--- src/hdl/pva_pkg.sv ---
package pva_pkg;

    localparam int VOICES_DEF = 8;

    localparam int NOTE_W = 7;
    localparam int VEL_W  = 7;
    localparam int REM_W  = 8;
    localparam int STAT_W = 8;
    localparam int CHAN_W = 4;

    localparam int CFG_IDX_W  = 3;
    localparam int CFG_DATA_W = 8;

    localparam logic [CFG_IDX_W-1:0] CFG_NOTE_LENGTH      = 3'd0;
    localparam logic [CFG_IDX_W-1:0] CFG_LEGATO           = 3'd1;
    localparam logic [CFG_IDX_W-1:0] CFG_MIDI_CHANNEL     = 3'd2;
    localparam logic [CFG_IDX_W-1:0] CFG_RELEASE_VELOCITY = 3'd3;
    localparam logic [CFG_IDX_W-1:0] CFG_VOICES_ACTIVE    = 3'd4;

    localparam logic [1:0] ACT_TICK = 2'd0;
    localparam logic [1:0] ACT_NOTE = 2'd1;
    localparam logic [1:0] ACT_STOP = 2'd2;

    localparam logic [STAT_W-1:0] STATUS_NOTE_ON  = 8'h90;
    localparam logic [STAT_W-1:0] STATUS_NOTE_OFF = 8'h80;

    localparam logic [REM_W-1:0]  RST_NOTE_LENGTH      = 8'd8;
    localparam logic [VEL_W-1:0]  RST_RELEASE_VELOCITY = 7'd96;

    typedef struct packed {
        logic [1:0]        action;
        logic [NOTE_W-1:0] note;
        logic [VEL_W-1:0]  velocity;
    } req_t;

    typedef struct packed {
        logic [STAT_W-1:0] status_byte;
        logic [NOTE_W-1:0] note_out;
        logic [VEL_W-1:0]  velocity_out;
        logic              last;
    } evt_t;

    typedef struct packed {
        logic [REM_W-1:0]  note_length;
        logic              legato;
        logic [CHAN_W-1:0] midi_channel;
        logic [VEL_W-1:0]  release_velocity;
        logic              voices_active;
    } cfg_t;

    typedef struct packed {
        logic              used;
        logic [NOTE_W-1:0] note;
        logic [REM_W-1:0]  remaining;
    } slot_t;

    // One MIDI event leaving the sequencer, before its last flag is known.
    typedef struct packed {
        logic              valid;
        logic [STAT_W-1:0] status_byte;
        logic [NOTE_W-1:0] note;
        logic [VEL_W-1:0]  velocity;
    } emit_t;

    typedef struct packed {
        logic emit_ok;
        logic hold_valid;
        logic out_free;
    } out_status_t;

    function automatic logic [STAT_W-1:0] status_of(input logic [STAT_W-1:0] kind,
                                                    input logic [CHAN_W-1:0] chan);
        status_of = kind | {{(STAT_W-CHAN_W){1'b0}}, chan};
    endfunction

endpackage

--- src/hdl/pva_slots.sv ---
module pva_slots
    import pva_pkg::*;
#(
    parameter int VOICES = VOICES_DEF,
    localparam int IDX_W = (VOICES > 1) ? $clog2(VOICES) : 1
)
(
    input  logic             clk,
    input  logic             rst_n,
    input  logic [IDX_W-1:0] rd_idx,
    output slot_t            rd_data,
    input  logic             wr_en,
    input  logic [IDX_W-1:0] wr_idx,
    input  slot_t            wr_data
);

    logic              used_reg [VOICES];
    logic [NOTE_W-1:0] note_reg [VOICES];
    logic [REM_W-1:0]  rem_reg  [VOICES];

    always_ff @(posedge clk or negedge rst_n)
    begin
        if (!rst_n)
        begin
            for (int i = 0; i < VOICES; i++)
            begin
                used_reg[i] <= 1'b0;
            end
        end
        else if (wr_en)
        begin
            used_reg[wr_idx] <= wr_data.used;
        end
    end

    // Note and count of a free slot are never looked at, so they need no reset.
    always_ff @(posedge clk)
    begin
        if (wr_en)
        begin
            note_reg[wr_idx] <= wr_data.note;
            rem_reg[wr_idx]  <= wr_data.remaining;
        end
    end

    assign rd_data.used      = used_reg[rd_idx];
    assign rd_data.note      = note_reg[rd_idx];
    assign rd_data.remaining = rem_reg[rd_idx];

endmodule

--- src/hdl/pva_out.sv ---
module pva_out
    import pva_pkg::*;
(
    input  logic        clk,
    input  logic        rst_n,
    input  emit_t       ev,
    input  logic        flush,
    input  logic        evt_stall,
    output logic        evt_valid,
    output evt_t        evt_data,
    output out_status_t st
);

    // One event is held back until the next one shows whether it was the last.
    logic  hold_valid_reg;
    emit_t hold_reg;
    logic  out_valid_reg;
    evt_t  out_reg;
    logic  out_free;

    assign out_free      = !out_valid_reg || !evt_stall;
    assign st.out_free   = out_free;
    assign st.hold_valid = hold_valid_reg;
    assign st.emit_ok    = !hold_valid_reg || out_free;

    always_ff @(posedge clk or negedge rst_n)
    begin
        if (!rst_n)
        begin
            hold_valid_reg <= 1'b0;
            out_valid_reg  <= 1'b0;
        end
        else if (ev.valid)
        begin
            hold_valid_reg <= 1'b1;
            if (hold_valid_reg)
            begin
                out_valid_reg <= 1'b1;
            end
            else if (out_free)
            begin
                out_valid_reg <= 1'b0;
            end
        end
        else if (flush)
        begin
            hold_valid_reg <= 1'b0;
            out_valid_reg  <= 1'b1;
        end
        else if (out_free)
        begin
            out_valid_reg <= 1'b0;
        end
    end

    always_ff @(posedge clk)
    begin
        if (ev.valid)
        begin
            hold_reg <= ev;
        end
        if ((ev.valid && hold_valid_reg) || flush)
        begin
            out_reg.status_byte  <= hold_reg.status_byte;
            out_reg.note_out     <= hold_reg.note;
            out_reg.velocity_out <= hold_reg.velocity;
            out_reg.last         <= flush;
        end
    end

    assign evt_valid = out_valid_reg;
    assign evt_data  = out_reg;

endmodule

--- src/hdl/pva_seq.sv ---
module pva_seq
    import pva_pkg::*;
#(
    parameter int VOICES = VOICES_DEF,
    localparam int IDX_W = (VOICES > 1) ? $clog2(VOICES) : 1
)
(
    input  logic             clk,
    input  logic             rst_n,
    input  logic             req_valid,
    output logic             req_stall,
    input  req_t             req_data,
    input  cfg_t             cfg,
    output logic [IDX_W-1:0] rd_idx,
    input  slot_t            rd_data,
    output logic             wr_en,
    output logic [IDX_W-1:0] wr_idx,
    output slot_t            wr_data,
    output emit_t            ev,
    output logic             flush,
    input  out_status_t      st
);

    typedef enum logic [8:0] {
        S_IDLE   = 9'b000000001,
        S_TICK   = 9'b000000010,
        S_STOP   = 9'b000000100,
        S_MATCH  = 9'b000001000,
        S_MDEC   = 9'b000010000,
        S_ALLOC  = 9'b000100000,
        S_ADEC   = 9'b001000000,
        S_PLACE  = 9'b010000000,
        S_FINISH = 9'b100000000
    } state_t;

    localparam logic [IDX_W-1:0] LAST_IDX = IDX_W'(VOICES - 1);

    state_t            state_reg, state_next;
    logic [IDX_W-1:0]  idx_reg, idx_next;
    logic [NOTE_W-1:0] note_reg, note_next;
    logic [VEL_W-1:0]  vel_reg, vel_next;
    logic              match_found_reg, match_found_next;
    logic [IDX_W-1:0]  match_idx_reg, match_idx_next;
    logic              free_found_reg, free_found_next;
    logic [IDX_W-1:0]  free_idx_reg, free_idx_next;
    logic [IDX_W-1:0]  min_idx_reg, min_idx_next;
    logic [REM_W-1:0]  min_rem_reg, min_rem_next;
    logic [IDX_W-1:0]  tgt_reg, tgt_next;

    logic [REM_W-1:0]  cmp_a, cmp_b;
    logic              cmp_eq, cmp_lt;
    logic              last_slot;
    logic              step;
    state_t            scan_done;

    assign req_stall = (state_reg != S_IDLE);
    assign rd_idx    = (state_reg == S_ADEC) ? min_idx_reg : idx_reg;
    assign last_slot = (idx_reg == LAST_IDX);

    // The one comparator, shared by the tick, match and allocation scans.
    always_comb
    begin
        case (state_reg)
            S_MATCH:
            begin
                cmp_a = {1'b0, rd_data.note};
                cmp_b = {1'b0, note_reg};
            end
            S_ALLOC:
            begin
                cmp_a = rd_data.remaining;
                cmp_b = min_rem_reg;
            end
            default:
            begin
                cmp_a = rd_data.remaining;
                cmp_b = '0;
            end
        endcase
    end

    assign cmp_eq = (cmp_a == cmp_b);
    assign cmp_lt = (cmp_a < cmp_b);

    always_comb
    begin
        state_next       = state_reg;
        idx_next         = idx_reg;
        note_next        = note_reg;
        vel_next         = vel_reg;
        match_found_next = match_found_reg;
        match_idx_next   = match_idx_reg;
        free_found_next  = free_found_reg;
        free_idx_next    = free_idx_reg;
        min_idx_next     = min_idx_reg;
        min_rem_next     = min_rem_reg;
        tgt_next         = tgt_reg;
        wr_en            = 1'b0;
        wr_idx           = idx_reg;
        wr_data          = '0;
        ev               = '0;
        flush            = 1'b0;
        step             = 1'b1;
        scan_done        = S_FINISH;

        case (state_reg)
            S_IDLE:
            begin
                if (req_valid)
                begin
                    note_next        = req_data.note;
                    vel_next         = req_data.velocity;
                    match_found_next = 1'b0;
                    idx_next         = '0;
                    case (req_data.action)
                        ACT_TICK: state_next = cfg.voices_active ? S_TICK : S_FINISH;
                        ACT_NOTE: state_next = S_MATCH;
                        ACT_STOP: state_next = S_STOP;
                        default:  state_next = S_FINISH;
                    endcase
                end
                step = 1'b0;
            end
            S_TICK:
            begin
                if (rd_data.used)
                begin
                    if (cmp_eq)
                    begin
                        if (st.emit_ok)
                        begin
                            ev.valid       = 1'b1;
                            ev.status_byte = status_of(STATUS_NOTE_OFF, cfg.midi_channel);
                            ev.note        = rd_data.note;
                            ev.velocity    = cfg.release_velocity;
                            wr_en          = 1'b1;
                        end
                        else
                        begin
                            step = 1'b0;
                        end
                    end
                    else
                    begin
                        wr_en             = 1'b1;
                        wr_data           = rd_data;
                        wr_data.remaining = rd_data.remaining - REM_W'(1);
                    end
                end
            end
            S_STOP:
            begin
                if (rd_data.used)
                begin
                    if (st.emit_ok)
                    begin
                        ev.valid       = 1'b1;
                        ev.status_byte = status_of(STATUS_NOTE_OFF, cfg.midi_channel);
                        ev.note        = rd_data.note;
                        ev.velocity    = cfg.release_velocity;
                        wr_en          = 1'b1;
                    end
                    else
                    begin
                        step = 1'b0;
                    end
                end
            end
            S_MATCH:
            begin
                // A later match wins, as with duplicates the highest slot is taken.
                if (rd_data.used && cmp_eq)
                begin
                    match_found_next = 1'b1;
                    match_idx_next   = idx_reg;
                end
                scan_done = S_MDEC;
            end
            S_MDEC:
            begin
                step = 1'b0;
                if (!match_found_reg)
                begin
                    state_next      = S_ALLOC;
                    idx_next        = '0;
                    free_found_next = 1'b0;
                end
                else if (cfg.legato)
                begin
                    wr_en             = 1'b1;
                    wr_idx            = match_idx_reg;
                    wr_data.used      = 1'b1;
                    wr_data.note      = note_reg;
                    wr_data.remaining = cfg.note_length;
                    state_next        = S_FINISH;
                end
                else if (st.emit_ok)
                begin
                    ev.valid        = 1'b1;
                    ev.status_byte  = status_of(STATUS_NOTE_OFF, cfg.midi_channel);
                    ev.note         = note_reg;
                    ev.velocity     = vel_reg;
                    wr_en           = 1'b1;
                    wr_idx          = match_idx_reg;
                    state_next      = S_ALLOC;
                    idx_next        = '0;
                    free_found_next = 1'b0;
                end
            end
            S_ALLOC:
            begin
                if (!rd_data.used && !free_found_reg)
                begin
                    free_found_next = 1'b1;
                    free_idx_next   = idx_reg;
                end
                if ((idx_reg == '0) || cmp_lt)
                begin
                    min_idx_next = idx_reg;
                    min_rem_next = rd_data.remaining;
                end
                scan_done = S_ADEC;
            end
            S_ADEC:
            begin
                step = 1'b0;
                if (free_found_reg)
                begin
                    tgt_next   = free_idx_reg;
                    state_next = S_PLACE;
                end
                else if (st.emit_ok)
                begin
                    ev.valid       = 1'b1;
                    ev.status_byte = status_of(STATUS_NOTE_OFF, cfg.midi_channel);
                    ev.note        = rd_data.note;
                    ev.velocity    = cfg.release_velocity;
                    tgt_next       = min_idx_reg;
                    state_next     = S_PLACE;
                end
            end
            S_PLACE:
            begin
                step = 1'b0;
                if (st.emit_ok)
                begin
                    wr_en             = 1'b1;
                    wr_idx            = tgt_reg;
                    wr_data.used      = 1'b1;
                    wr_data.note      = note_reg;
                    wr_data.remaining = cfg.note_length;
                    ev.valid          = 1'b1;
                    ev.status_byte    = status_of(STATUS_NOTE_ON, cfg.midi_channel);
                    ev.note           = note_reg;
                    ev.velocity       = vel_reg;
                    state_next        = S_FINISH;
                end
            end
            S_FINISH:
            begin
                step = 1'b0;
                if (!st.hold_valid)
                begin
                    state_next = S_IDLE;
                end
                else if (st.out_free)
                begin
                    flush      = 1'b1;
                    state_next = S_IDLE;
                end
            end
            default:
            begin
                step       = 1'b0;
                state_next = S_IDLE;
            end
        endcase

        if (step)
        begin
            if (last_slot)
            begin
                state_next = scan_done;
            end
            else
            begin
                idx_next = idx_reg + IDX_W'(1);
            end
        end
    end

    always_ff @(posedge clk or negedge rst_n)
    begin
        if (!rst_n)
        begin
            state_reg <= S_IDLE;
        end
        else
        begin
            state_reg <= state_next;
        end
    end

    always_ff @(posedge clk)
    begin
        idx_reg         <= idx_next;
        note_reg        <= note_next;
        vel_reg         <= vel_next;
        match_found_reg <= match_found_next;
        match_idx_reg   <= match_idx_next;
        free_found_reg  <= free_found_next;
        free_idx_reg    <= free_idx_next;
        min_idx_reg     <= min_idx_next;
        min_rem_reg     <= min_rem_next;
        tgt_reg         <= tgt_next;
    end

    a_emit_has_room: assert property (@(posedge clk) disable iff (!rst_n)
        ev.valid |-> st.emit_ok)
        else $error("event issued while the output path is full");

    a_emit_flush_apart: assert property (@(posedge clk) disable iff (!rst_n)
        !(ev.valid && flush))
        else $error("event and flush in the same cycle");

    a_wr_in_range: assert property (@(posedge clk) disable iff (!rst_n)
        wr_en |-> (wr_idx <= LAST_IDX))
        else $error("slot write beyond the table");

    a_busy_after_accept: assert property (@(posedge clk) disable iff (!rst_n)
        (req_valid && !req_stall) |=> req_stall)
        else $error("request accepted without entering a scan");

endmodule

--- src/hdl/poly_voice_allocator_top.sv ---
// Polyphonic voice allocator producing MIDI note-on and note-off events.
//
// Requests arrive on req_valid / req_stall / req_data (action, note, velocity);
// a request is taken on a rising edge with req_valid high and req_stall low.
// Each request yields zero or more events on evt_valid / evt_stall / evt_data,
// in order, with last set on the final event of that request.
// Configuration is written on cfg_valid / cfg_ready (always ready), with
// cfg_index selecting the register; write it only while the block is idle.
//
// One request is handled at a time by a sequencer that walks the slot table
// one slot per cycle, unless a held-up event makes it wait, through a single
// shared comparator. A tick or stop-all scans the table once (not at all when
// ticks are frozen or the action is unused). A note request scans it twice
// (match, then free or steal search); a legato retrigger needs only the match.
// Stalls on the event side stretch a request, since one event is held
// back until the next shows whether it is the last.
// Reset frees every slot and loads the register defaults; no clearing pass
// is needed. When the receiver stalls, the current event holds steady and
// the sequencer waits as soon as a further event has nowhere to go.
module poly_voice_allocator_top
    import pva_pkg::*;
#(
    parameter int VOICES = VOICES_DEF,
    localparam int IDX_W = (VOICES > 1) ? $clog2(VOICES) : 1
)
(
    input  logic                  clk,
    input  logic                  rst_n,
    input  logic                  req_valid,
    output logic                  req_stall,
    input  req_t                  req_data,
    output logic                  evt_valid,
    input  logic                  evt_stall,
    output evt_t                  evt_data,
    input  logic                  cfg_valid,
    output logic                  cfg_ready,
    input  logic [CFG_IDX_W-1:0]  cfg_index,
    input  logic [CFG_DATA_W-1:0] cfg_data
);

    cfg_t             cfg_reg;
    logic [IDX_W-1:0] rd_idx;
    slot_t            rd_data;
    logic             wr_en;
    logic [IDX_W-1:0] wr_idx;
    slot_t            wr_data;
    emit_t            ev;
    logic             flush;
    out_status_t      st;

    // The register file never pushes back; writes beyond the list are dropped.
    assign cfg_ready = 1'b1;

    always_ff @(posedge clk or negedge rst_n)
    begin
        if (!rst_n)
        begin
            cfg_reg.note_length      <= RST_NOTE_LENGTH;
            cfg_reg.legato           <= 1'b0;
            cfg_reg.midi_channel     <= '0;
            cfg_reg.release_velocity <= RST_RELEASE_VELOCITY;
            cfg_reg.voices_active    <= 1'b1;
        end
        else if (cfg_valid && cfg_ready)
        begin
            case (cfg_index)
                CFG_NOTE_LENGTH:      cfg_reg.note_length      <= cfg_data[REM_W-1:0];
                CFG_LEGATO:           cfg_reg.legato           <= cfg_data[0];
                CFG_MIDI_CHANNEL:     cfg_reg.midi_channel     <= cfg_data[CHAN_W-1:0];
                CFG_RELEASE_VELOCITY: cfg_reg.release_velocity <= cfg_data[VEL_W-1:0];
                CFG_VOICES_ACTIVE:    cfg_reg.voices_active    <= cfg_data[0];
                default:              ;
            endcase
        end
    end

    pva_seq #(
        .VOICES (VOICES)
    ) u_seq (
        .clk       (clk),
        .rst_n     (rst_n),
        .req_valid (req_valid),
        .req_stall (req_stall),
        .req_data  (req_data),
        .cfg       (cfg_reg),
        .rd_idx    (rd_idx),
        .rd_data   (rd_data),
        .wr_en     (wr_en),
        .wr_idx    (wr_idx),
        .wr_data   (wr_data),
        .ev        (ev),
        .flush     (flush),
        .st        (st)
    );

    pva_slots #(
        .VOICES (VOICES)
    ) u_slots (
        .clk     (clk),
        .rst_n   (rst_n),
        .rd_idx  (rd_idx),
        .rd_data (rd_data),
        .wr_en   (wr_en),
        .wr_idx  (wr_idx),
        .wr_data (wr_data)
    );

    pva_out u_out (
        .clk       (clk),
        .rst_n     (rst_n),
        .ev        (ev),
        .flush     (flush),
        .evt_stall (evt_stall),
        .evt_valid (evt_valid),
        .evt_data  (evt_data),
        .st        (st)
    );

endmodule

--- config.mk ---
export PLATFORM = sky130hd
export DESIGN_NAME = poly_voice_allocator_top
export DESIGN_NICKNAME = d
export VERILOG_FILES = /design/src/hdl/pva_pkg.sv /design/src/hdl/pva_slots.sv /design/src/hdl/pva_out.sv /design/src/hdl/pva_seq.sv /design/src/hdl/poly_voice_allocator_top.sv
export SDC_FILE = /design/constraint.sdc
export NUM_CORES = 1
export LEC_CHECK = 0
export BUFFER_PORTS_ARGS = -buffer_cell sky130_fd_sc_hd__buf_2
export CAP_MARGIN = 20
export CORE_ASPECT_RATIO = 1.75
export CORE_MARGIN = 5
export CORE_UTILIZATION = 40
export DETAILED_ROUTE_END_ITERATION = 10
export PLACE_DENSITY = 0.62
export SLEW_MARGIN = 20
export SYNTH_ARGS = -nofsm -noshare
export SYNTH_HDL_FRONTEND = slang
export SYNTH_SLANG_ARGS = --single-unit
--- constraint.sdc ---
create_clock -name clk -period 18 [get_ports clk]
set_input_delay 0.9 -clock clk [delete_from_list [all_inputs] [get_ports clk]]
set_output_delay 0.9 -clock clk [all_outputs]
set_load 0.005 [all_outputs]
Word-level counts from Yosys, hierarchy flattened
Memory sizes are Yosys's and may differ from the RTL's.
Index checks and enable logic that the tools add are counted.
{"block": "word_totals", "reg_bits": 124, "mem_bits_rw": 120, "in_bits": 32, "out_inout_bits": 26, "n_memories": 2}
{"block": "classes", "addsub": 2, "order_cmp": 4, "n_eq_ne": 23, "mux": 83, "n_bitwise": 2, "reduce_logical": 34}
{"memory": "u_slots.rem_reg", "depth": 8, "width": 8, "read_ports": 1, "rd_clocked_by_memory_dff": 0, "wr": 1, "line": "pva_slots.sv:19", "rtl": "logic [REM_W-1:0] rem_reg [VOICES];"}
{"memory": "u_slots.note_reg", "depth": 8, "width": 7, "read_ports": 1, "rd_clocked_by_memory_dff": 0, "wr": 1, "line": "pva_slots.sv:18", "rtl": "logic [NOTE_W-1:0] note_reg [VOICES];"}
{"op": "23-bit two-way mux", "n": 9}
{"op": "23-bit case mux with 5 select lines", "n": 1}
{"op": "9-bit two-way mux", "n": 12}
{"op": "16-bit two-way mux", "n": 5}
{"op": "9-bit case mux with 6 select lines", "n": 1}
{"op": "16-bit case mux with 3 select lines", "n": 1}
{"op": "3-bit two-way mux", "n": 13}
{"op": "1-bit two-way mux", "n": 28}
{"op": "9-bit case mux with 3 select lines", "n": 1}
{"op": "2-bit AND reduction", "n": 10}
{"op": "9-bit case mux with 2 select lines", "n": 1}
{"op": "8-bit case mux with 2 select lines", "n": 1}
{"op": "3-bit case mux with 2 select lines", "n": 2}
{"op": "9-bit by 1-bit equality test with 1-bit output (second input constant)", "n": 1}
{"op": "9-bit by 2-bit equality test with 1-bit output (second input constant)", "n": 1}
{"op": "9-bit by 3-bit equality test with 1-bit output (second input constant)", "n": 1}
{"op": "9-bit by 4-bit equality test with 1-bit output (second input constant)", "n": 1}
{"op": "9-bit by 5-bit equality test with 1-bit output (second input constant)", "n": 1}
{"op": "9-bit by 6-bit equality test with 1-bit output (second input constant)", "n": 1}
{"op": "9-bit by 7-bit equality test with 1-bit output (second input constant)", "n": 1}
{"op": "9-bit by 8-bit equality test with 1-bit output (second input constant)", "n": 1}
{"op": "9-bit equality test (second input constant)", "n": 1}
{"op": "9-bit by 1-bit inequality test with 1-bit output (second input constant)", "n": 1}
{"op": "8-bit bitwise mux", "n": 1}
{"op": "other kinds (31)", "n": 52}

Longest topological paths before layout
{"block": "depth", "ltp_word": 13, "depth_mapped": 24, "ltp_nobuf": 20}

By module
Synthesis repeated with hierarchy kept, for this count alone.
{"block": "unflattened", "hier_cells": 609, "hier_area_um2": 10550.1}
{"module": "pva_slots", "instances": 1, "cells_each": 205, "area_per_inst_um2": 5058.6, "seq_area_each_um2": 3803.6}
{"module": "pva_seq", "instances": 1, "cells_each": 299, "area_per_inst_um2": 3196.8, "seq_area_each_um2": 1367.6}
{"module": "pva_out", "instances": 1, "cells_each": 56, "area_per_inst_um2": 1451.4, "seq_area_each_um2": 1401.3}
{"module": "poly_voice_allocator_top", "instances": 1, "cells_each": 49, "area_per_inst_um2": 843.3, "seq_area_each_um2": 530.5}

Worst setup path after synthesis
OpenSTA, ideal clock, no wires.
{"block": "synth_path", "path_type": "register to register", "start": "register u_seq.state_reg[3]", "end": "register u_out.out_reg (netlist bit u_out.evt_data[0]) (enable)", "arrival_ns": 5.633, "t_required_ns": 17.569, "setup_slack_ns": 11.936, "stages_incl_launch_ff": 22, "period_less_slack_ns": 6.064, "cell_sequence": "dfrtp_1 buf_6 nor4_4 nand3_4 mux2_2 buf_2 clkbuf_1 clkbuf_1 nand2_1 nand3_1 nand2_1 o21ai_0 o21ai_0 ha_1 nand4_1 or2_2 o21ai_0 nand2_1 o22a_1 nor2_1 nor2_1 a21boi_0"}
{"block": "synth_via", "elab_chain_cells": 10, "elab_cells_between_ends": 25, "classes_between": "eq/ne (9); mux (11); bitwise (1); reduce/logical (2); memory (2)"}
{"element": "from (decl)", "line": "pva_seq.sv:38", "rtl": "state_t state_reg, state_next;"}
{"element": "from (signal assigned)", "line": "pva_seq.sv:300", "rtl": "state_reg <= state_next;"}
{"element": "9-bit by 7-bit equality test with 1-bit output", "line": "pva_seq.sv:57, pva_seq.sv:106"}
{"element": "3-bit two-way mux", "line": "pva_seq.sv:57", "rtl": "assign rd_idx = (state_reg == S_ADEC) ? min_idx_reg : idx_reg;"}
{"element": "memory read 8 x 8 bit, or another cell as far along"}
{"element": "8-bit two-way mux / 1-bit binary-select mux with 3-bit select (equally long branches)", "line": "pva_seq.sv:63, pva_slots.sv:46"}
{"element": "8-bit equality test / 1-bit two-way mux (equally long branches)", "line": "pva_seq.sv:82, pva_slots.sv:46"}
{"element": "23-bit two-way mux / 1-bit two-way mux (equally long branches)", "line": "pva_seq.sv:128, pva_slots.sv:46"}
{"element": "23-bit two-way mux (on tied branches)", "line": "pva_seq.sv:126, pva_seq.sv:153"}
{"element": "23-bit case mux with 5 select lines", "line": "pva_seq.sv:106", "rtl": "case (state_reg)"}
{"element": "1-bit logical AND", "line": "pva_out.sv:62", "rtl": "if ((ev.valid && hold_valid_reg) || flush)"}
{"element": "1-bit logical OR *", "line": "pva_out.sv:62"}
{"element": "to (decl)", "line": "pva_out.sv:18", "rtl": "evt_t out_reg;"}
Every way passes the cells marked *; elsewhere a longest branch is shown, timed or not. The select of a mux whose other input is x is not followed.
A chain may end at the register's enable or synchronous reset.

Final worst setup path
{"block": "layout_path", "start": "register u_seq.state_reg[3]", "end": "register u_slots.used_reg[3] (netlist name)"}
{"block": "layout_via", "elab_chain_cells": 9, "elab_cells_between_ends": 32, "classes_between": "order compare (2); eq/ne (8); mux (17); bitwise (2); reduce/logical (1); memory (2)"}
{"element": "9-bit by 7-bit equality test with 1-bit output", "line": "pva_seq.sv:57"}
{"element": "3-bit two-way mux", "line": "pva_seq.sv:57"}
{"element": "memory read 8 x 8 bit, or another cell as far along"}
{"element": "8-bit two-way mux / 1-bit binary-select mux with 3-bit select (equally long branches)", "line": "pva_seq.sv:63, pva_slots.sv:46"}
{"element": "8-bit equality test / 1-bit two-way mux (equally long branches)", "line": "pva_seq.sv:82, pva_slots.sv:46"}
{"element": "16-bit two-way mux / 1-bit two-way mux (equally long branches)", "line": "pva_seq.sv:128, pva_slots.sv:46"}
{"element": "16-bit two-way mux", "line": "pva_seq.sv:126", "rtl": "if (rd_data.used)"}
{"element": "16-bit case mux with 3 select lines", "line": "pva_seq.sv:106"}
{"element": "8-bit bitwise mux", "line": "pva_slots.sv:32", "rtl": "used_reg[wr_idx] <= wr_data.used;"}
{"element": "to (signal, indexed assignment)", "line": "pva_slots.sv:32"}
{"element": "to (decl)", "line": "pva_slots.sv:17", "rtl": "logic used_reg [VOICES];"}
Parallel ways exist; a longest one is shown, timed or not. The select of a mux whose other input is x is not followed.

==> summary.txt <==
status = finished, final reports clean
# IOs = 58
total CTS buffers = 22
grt total ovfl = 0
Vias/cell = 5.51
Clock Path Buffers = 3
Pwr Density = 108 nW/um^2
initial DRC count = 537
Design Area, Final = 11,800 um^2
Die Span X = 132 um
Cell Area, Synth = 10,500 um^2
pin count of the biggest net entering global routing = 43
Synth Area in Compound Gates = 7.86%
WL per Instance = 20.5 um
post-synthesis mux area share = 8.09%
Max Fclk = 0.178 GHz
Synth Register Bits = 240
fraction of registers with async set/reset = 16.7%
final net count = 876
Clk pwr share = 34.5%
Synth Area in XOR/XNOR = 0.667%
mean post-synth cell area = 13.5 um^2
EDFF count, synth = 197
area occupied by multi-input gates = 3340 um^2
Worst Path Buf+Inv = 1
Resized Gates After CTS = 0
HP Class = register to register
post-route ant nets = 0
Crit Path Max Fanout = 38
maximum VDD drop = 60.4 uV
Setup CP Type = register to register
relative slew slack = 32.3%
gr usage total = 16.0%
hold endpoint = u_out.evt_data[8]
final setup fails = 0
Hold Vio Cnt, Final = 0
worst r2r dst = u_slots.used_reg[3]
crit path max-delay cell type = mux2_2
internal power = 931 uW
Residual DRC = 0
Vias = 6,433
RSZ-0062 raised after global routing = false
R2R Setup Slk = 12.37 ns
Reg2Reg Launch Point = u_seq.state_reg[3]
P&R area growth vs syn = 12.6%
simple-gate share of the synthesized area = 13.1%
antenna violations before repair = 0
Crit. End Element = register
ant diodes = 0
sequential share of power = 50.9%
post-DP HPWL = 16,600 um
Critical Path AT = 6.03 ns
Gate power share = 14.6%
fraction of layout cells with a size suffix above 1 = 20.9%
Sink Count = 240
post-synthesis adder-cell area fraction = 1.43%
Psw = 351 uW
Setup crit start kind = register
r2r worst-path depth = 19
Least-Margin Pin Slew = 1.01 ns
WL final = 24,000 um
synthesized instance count = 776
placed cell area = 11,100 um^2
Max-cap violations = 0
Max Slew Vio Count = 0
Most used DFF post-synth = edfxtp_1
H-tree depth = 1
fin crit period = 5.63 ns
Sw Ratio = 27.4%
endpoint required time on the critical path = 18.40 ns
clk_lat worst skew = 0.55 ns
Initial Utilization = 40.4%
crit-path leading delay family = simple AND/OR/NAND/NOR gates
Hold Buf Count CTS = 0
distinct cell type count after synthesis = 61
synth warn = 0
hold depth = 0
die height = 224 um
Setup TNS = 0 ns
P_leak = 4.71 nW
first-pass GRT wire length = 37,100 um
main combinational cell family by area after synthesis = simple AND/OR/NAND/NOR gates
hold_sp = u_out.hold_reg[7]
Post-CTS Setup Inserts = 0
# fillers = 2,320
CTS tree = built
Clk pin slew, worst setup/hold paths = 0.07 ns
PortBufs = 54
clk root buf = clkbuf_16
fin crit share = 31.3%
number of global-route vias before repair = 6,486
FF+latch area = 6980 um^2
max FFs per register = 64
Seq/Total Area, Yosys = 66.5%
routability cong. = 0.865
worst-path cell chain = nor4_4, nand3_4, mux2_2, nand2_1, nand3_1, nand2_1, o21ai_0, nor2_1, a21oi_1, ha_1, nand4_1, or2_2, nor2_1, o22ai_1, nand3_1, o21a_1, nor3_2, buf_4, mux2_2
Pre-antenna DRT Iters = 5
Clock Skew = 0.0373 ns
Critical Path Max Stage Delay = 0.83 ns
Rows = 78
Placeable Area = 26,000 um^2
die area = 29,700 um^2
## stage by stage
step	util (%)	setup WS, ns	cells	hold slack, ns	power (mW)
2_1_floorplan	-	11.94	777	0.400	0.794
3_3_place_gp	42.9	12.12	1128	0.401	0.849
3_5_place_dp	42.9	12.03	1128	0.405	0.851
4_1_cts	45.5	12.04	1168	0.415	1.29
5_1_grt	45.6	11.92	1168	0.425	1.33
6_report	45.6	12.37	1168	0.417	1.28
## worst reg2reg max path, stage by stage (launching register included)
cell     delay (ns)
dfrtp_1        0.48
nor4_4         0.51
nand3_4        0.30
mux2_2         0.83
nand2_1        0.13
nand3_1        0.11
nand2_1        0.08
o21ai_0        0.56
nor2_1         0.08
a21oi_1        0.14
ha_1           0.27
nand4_1        0.10
or2_2          0.16
nor2_1         0.05
o22ai_1        0.21
nand3_1        0.28
o21a_1         0.35
nor3_2         0.19
buf_4          0.32
mux2_2         0.37
## cell usage after synthesis (all sizes together) (6+ instances only)
cell type	count	share of area, %
xnor2	7	0.58
mux2	37	4.0
and2	7	0.44
mux2i	25	2.6
o21ai	19	0.91
buf	17	1.0
edfxtp	197	56
a22o	33	2.8
a22oi	6	0.43
o21a	6	0.43
clkbuf	20	0.71
nand2b	21	1.3
inv	16	0.57
nand2	115	4.2
a21oi	17	0.81
ha	12	1.4
mux4	7	1.5
nand3	49	2.5
nor3	18	0.91
nor2	40	1.4
dfrtp	35	8.3
## power by group through the flow
stage | combinational [mW] | sequential [mW] | clock [mW]
CTS | 0.188 | 0.652 | 0.452
global route | 0.207 | 0.655 | 0.471
global placement | 0.185 | 0.663 | 0
finish | 0.188 | 0.653 | 0.442
floorplan | 0.144 | 0.649 | 0
detailed placement | 0.188 | 0.664 | 0
## cells by family (layout without fill, tap and decap cells)
group | count (synthesis) | after routing
XOR/XNOR | 8 | 8
AO/OA/AOI/OAI | 112 | 112
buffers and inverters | 53 | 124
other | 2 | 3
adder cells (fa/ha/maj) | 12 | 12
AND/OR/NAND/NOR | 280 | 280
flip-flops | 240 | 240
multiplexers | 69 | 69
## worst max path at each step
stage / startpoint / to / slack (ns) / depth (start not counted)
2_1_floorplan: u_seq.state_reg[3] / u_out.evt_data[0] / 11.94 / 21
3_3_place_gp: u_seq.state_reg[3] / u_out.evt_data[3] / 12.12 / 19
3_5_place_dp: u_seq.state_reg[3] / u_out.evt_data[6] / 12.03 / 19
4_1_cts: u_seq.state_reg[3] / u_out.evt_data[19] / 12.04 / 19
5_1_grt: u_seq.state_reg[3] / u_out.evt_data[19] / 11.92 / 19
6_report: u_seq.state_reg[3] / u_slots.used_reg[3] / 12.37 / 19
## area by class of cell
type,instances,area share (%)
timing repair buffer,68,3.17
inverter,16,0.508
clock buffer,29,4.96
sequential,240,59.0
tap,320,3.39
clock inverter,11,0.698
multi-input combinational,484,28.2
## per-layer routing
layer  vias to the layer above  routed length, um  track usage (%)  share of wire, %
met3                        55               1100             2.13               4.6
met1                      3165               9060             18.2                38
met2                       206              12900             29.9                54
met5                         -                  0                0                 0
met4                         0                866             6.91               3.6
li1                       3007                  -                -                 -
## layout by cell type (no fill, tap or decap), types with 4 or more instances in the layout
| master | Yosys | final |
|---|---|---|
| nand3_1 | 48 | 48 |
| clkbuf_16 | 0 | 22 |
| nand2_1 | 113 | 113 |
| inv_1 | 14 | 14 |
| nor3_1 | 17 | 14 |
| xnor2_1 | 7 | 7 |
| o21ai_0 | 19 | 19 |
| a32oi_1 | 4 | 4 |
| and2_1 | 6 | 6 |
| o21a_1 | 6 | 6 |
| ha_1 | 12 | 12 |
| clkbuf_1 | 20 | 6 |
| dfstp_2 | 5 | 5 |
| a21oi_1 | 17 | 17 |
| edfxtp_1 | 197 | 197 |
| nor3_2 | 1 | 4 |
| dfrtp_1 | 35 | 35 |
| clkinv_2 | 0 | 6 |
| nor2_1 | 40 | 40 |
| nor3b_2 | 1 | 4 |
| or2_2 | 4 | 4 |
| buf_2 | 8 | 54 |
| a221o_1 | 4 | 4 |
| mux4_2 | 7 | 7 |
| mux2_2 | 37 | 37 |
| nor2b_1 | 4 | 4 |
| a2111oi_0 | 4 | 4 |
| buf_4 | 5 | 14 |
| nand2b_1 | 21 | 21 |
| a22o_1 | 33 | 33 |
| mux2i_1 | 23 | 23 |
| a22oi_1 | 6 | 6 |
No activity file was read; power rests on OpenSTA's default activity.
